## src/afjb_ram.sv

```systemverilog
module afjb_ram #(
	parameter int WIDTH = 32,
	parameter int DEPTH = 64
) (
	input  logic                     clk,
	input  logic                     we,
	input  logic [$clog2(DEPTH)-1:0] waddr,
	input  logic [WIDTH-1:0]         wdata,
	input  logic                     re,
	input  logic [$clog2(DEPTH)-1:0] raddr,
	output logic [WIDTH-1:0]         rdata
);

	logic [WIDTH-1:0] mem_q [DEPTH];
	logic [WIDTH-1:0] rdata_q;

	always_ff @(posedge clk) begin
		if (we) begin
			mem_q[waddr] <= wdata;
		end
		if (re) begin
			rdata_q <= mem_q[raddr];
		end
	end

	assign rdata = rdata_q;

endmodule

```

## config.mk

```make
export PLATFORM = sky130hd
export DESIGN_NAME = afjb_ram
export DESIGN_NICKNAME = d
export VERILOG_FILES = /design/src/afjb_ram.sv
export SDC_FILE = /design/constraint.sdc
export NUM_CORES = 2
export LEC_CHECK = 0
export BUFFER_PORTS_ARGS = -buffer_cell sky130_fd_sc_hd__clkbuf_2
export CORE_ASPECT_RATIO = 0.5
export CORE_MARGIN = 3
export CORE_UTILIZATION = 50
export CTS_CLUSTER_DIAMETER = 80
export DETAILED_ROUTE_END_ITERATION = 16
export GPL_ROUTABILITY_DRIVEN = 0
export GPL_TIMING_DRIVEN = 0
export PLACE_DENSITY = 0.67
export SLEW_MARGIN = 20
export SYNTH_ARGS = -nofsm -noshare
export SYNTH_HDL_FRONTEND = slang
export SYNTH_SLANG_ARGS = --single-unit
```

## constraint.sdc

```tcl
create_clock -name clk -period 7.1 [get_ports clk]
set_clock_uncertainty 0.2 [all_clocks]
set_input_delay 0.355 -clock clk [delete_from_list [all_inputs] [get_ports clk]]
set_output_delay 0.355 -clock clk [all_outputs]
set_load 0.01 [all_outputs]
```

==> flow_summary.ini <==
[timing]
setup_tns_ps = 0
hold_viol = 0
whs_ps = 113
setup_violations = 0
finalCriticalPeriod_ps = 4070
slew_violations = 0
max_freq_ghz = 0.246
rsz0062_at_grt = false
max_slew_margin_pct = 19.2
tightest_slew_ps = 1210
period_share_pct = 57.4

[floorplan]
fp.dieH_um = 287
die-area_um2 = 163000
coreArea_um2 = 156000
ios = 79
start_util_pct = 50.6
die_w_um = 568
rows = 102

[hold_path]
hold_class = primary input to register
worstHoldPathCells = 1
hold_path_startpoint = wdata[20]
worstHoldEndpoint = mem_q[50][20]

[detailed_routing]
vias = 40600
drt-total-wl_mm = 242
drt_iter0_drc = 7413
ant_nets = 0
firstDrtPassIters = 6
viasPerCell = 6.79
routedWlPerCell_um = 40.5
drc = 0

[power]
total_power_w = 0.0247
power_leakage_nw = 28.5
peakVddDrop_mv = 0.251
power_density_nw_per_um2 = 270

[job]
maxCapViolCount = 0

[worst_setup_path]
regToRegEndpoint = rdata[18]
cp_max_fo = 10
r2r_start = mem_q[11][18]
endpoint_kind = register
regToRegSetupSlack_ps = 4120
cp.required_ps = 7410
r2r.worst_path.cells = 4
worstPathArrival_ps = 4390
critPathLaunch = raddr[1]
critical_path_class = primary input to register
start_kind = primary input

[yosys]
ys_warn_count = 0
synth_fp_nets = 3371
yosysUniqueCellTypes = 33
synthCells = 3324
syn_avg_cell_area_um2 = 23.7
synth_async_sr_flop_share_pct = 0
yosys_most_used_dff = edfxtp_1
syn-cell-area_um2 = 78800
synth-seq-cells = 2080
synth-edff-count = 2080
ys_seq_area_share_pct = 79.2

[grt]
use_met1_pct = 39.5
track_usage_pct = 30.0
grt_pass1_wl_mm = 329
grt_pass1_vias = 39600
grt_max_degree = 65
met3_usage_pct = 10.2
antenna_found_initial = 19
gr-total-overflow = 0
grt_most_used_layer = met2
grtUsageMet2_pct = 44.9

[final_layout]
area_growth_pct = 16.1
fillers = 10600
layout_common_cells = edfxtp_1 (2,080), mux4_2 (544), clkbuf_16 (183)
layout-drive-gt1-share_pct = 30.1
multi_input_area_um2 = 16000
seq_area_um2 = 62500
layout_commonest_cell = edfxtp_1
stdcell_area_um2 = 91500
nets = 3784
final_core_util_pct = 58.8

[placement]
io_buffers = 70
place_area_um2 = 85700
dp_hpwl_mm = 158

[clocking]
cts_sinks = 2080
cts_tree = yes
cts_buffer_depth = 3
numCtsBuffers = 180
clkLatencyLatePin_ps = 810
clk_pin_slew_ps = 60
ctsResizeCount = 0
htree_levels = 4
cts-root-buf = clkbuf_16

[run_status]
status = finished, final reports clean
==> state kept, by name, indices dropped and copies added (netlist names) <==
signal and cells:
mem_q 2048, rdata 32
==> critical path, cell delays in order <==
cell and delay (ps):
buf_2 430, buf_2 430, buf_2 420, buf_1 900
nand3b_1 600, o221ai_1 420, a21oi_1 180, a21oi_1 490
nor2_1 130
==> metal layers <==
metal	up-vias	share of wire (%)	routed length, um
met5	-	0.0087	21
met4	4	5.7	13900
met3	663	15	35800
met2	3330	45	109000
met1	21400	34	83500
li1	15200	-	-
==> worst max-delay path by stage <==
stage / end / slack, ps / cells past startpoint
after global placement: mem_q[49][11] / -1200 / 4
after floorplan: mem_q[48][0] / 3390 / 4
final: rdata[13] / 3030 / 9
after CTS: rdata[13] / 3290 / 9
after detailed placement: rdata[13] / 2440 / 9
after global routing: rdata[13] / 3150 / 9
==> stage by stage <==
stage                     setup slack [ps]  cells
final                                 3030   5979
after global routing                  3150   5969
after CTS                             3290   5951
after detailed placement              2440   5621
after global placement               -1200   5474
after floorplan                       3390   3324
==> logic make-up after synthesis <==
family	Yosys count	share of synthesized area [%]
multiplexers	637	16.7
flip-flops	2080	79.2
AO/OA/AOI/OAI	202	1.67
AND/OR/NAND/NOR	223	1.26
buffers and inverters	182	1.12
==> where the power goes <==
group / leakage (nW) / total, W / switching [W] / internal, W
registers: 18.7 / 0.0136 / 0.0000258 / 0.0136
logic: 6.98 / 0.00142 / 0.000940 / 0.000476
clock network: 2.75 / 0.00967 / 0.00440 / 0.00528
total: 28.5 / 0.0247 / 0.00536 / 0.0194
==> layout make-up <==
cell class	instances	area share, %
diodes	15	0.0410
plain buffers	182	0.991
clock buffers	224	5.17
clock inverters	105	0.994
multi-input cells	1062	17.4
flip-flops and latches	2080	68.2
well taps	2080	2.84
repair buffers	231	4.28
==> cell usage after synthesis, types with 5 or more instances <==
cell type / instances / area share (%)
nand3b_1: 5 / 0.048
buf_4: 25 / 0.24
o221ai_1: 27 / 0.30
a21oi_1: 62 / 0.39
buf_1: 21 / 0.10
a22oi_1: 12 / 0.11
buf_2: 57 / 0.36
o22ai_1: 84 / 0.67
nor2b_1: 15 / 0.12
clkbuf_1: 74 / 0.35
nand2_1: 26 / 0.12
edfxtp_1: 2080 / 79
mux4_2: 544 / 16
a311oi_1: 8 / 0.089
nor3_1: 7 / 0.044
nor2_1: 137 / 0.65
nand3_1: 5 / 0.032
mux2i_1: 93 / 1.2
nand2b_1: 8 / 0.063
buf_6: 5 / 0.071
==> what timing repair did <==
item,in CTS,in global routing
buffers inserted,0,0
endpoints found under the hold margin,32,829
hold buffers,1,13
No activity file was read; power rests on OpenSTA's default activity.
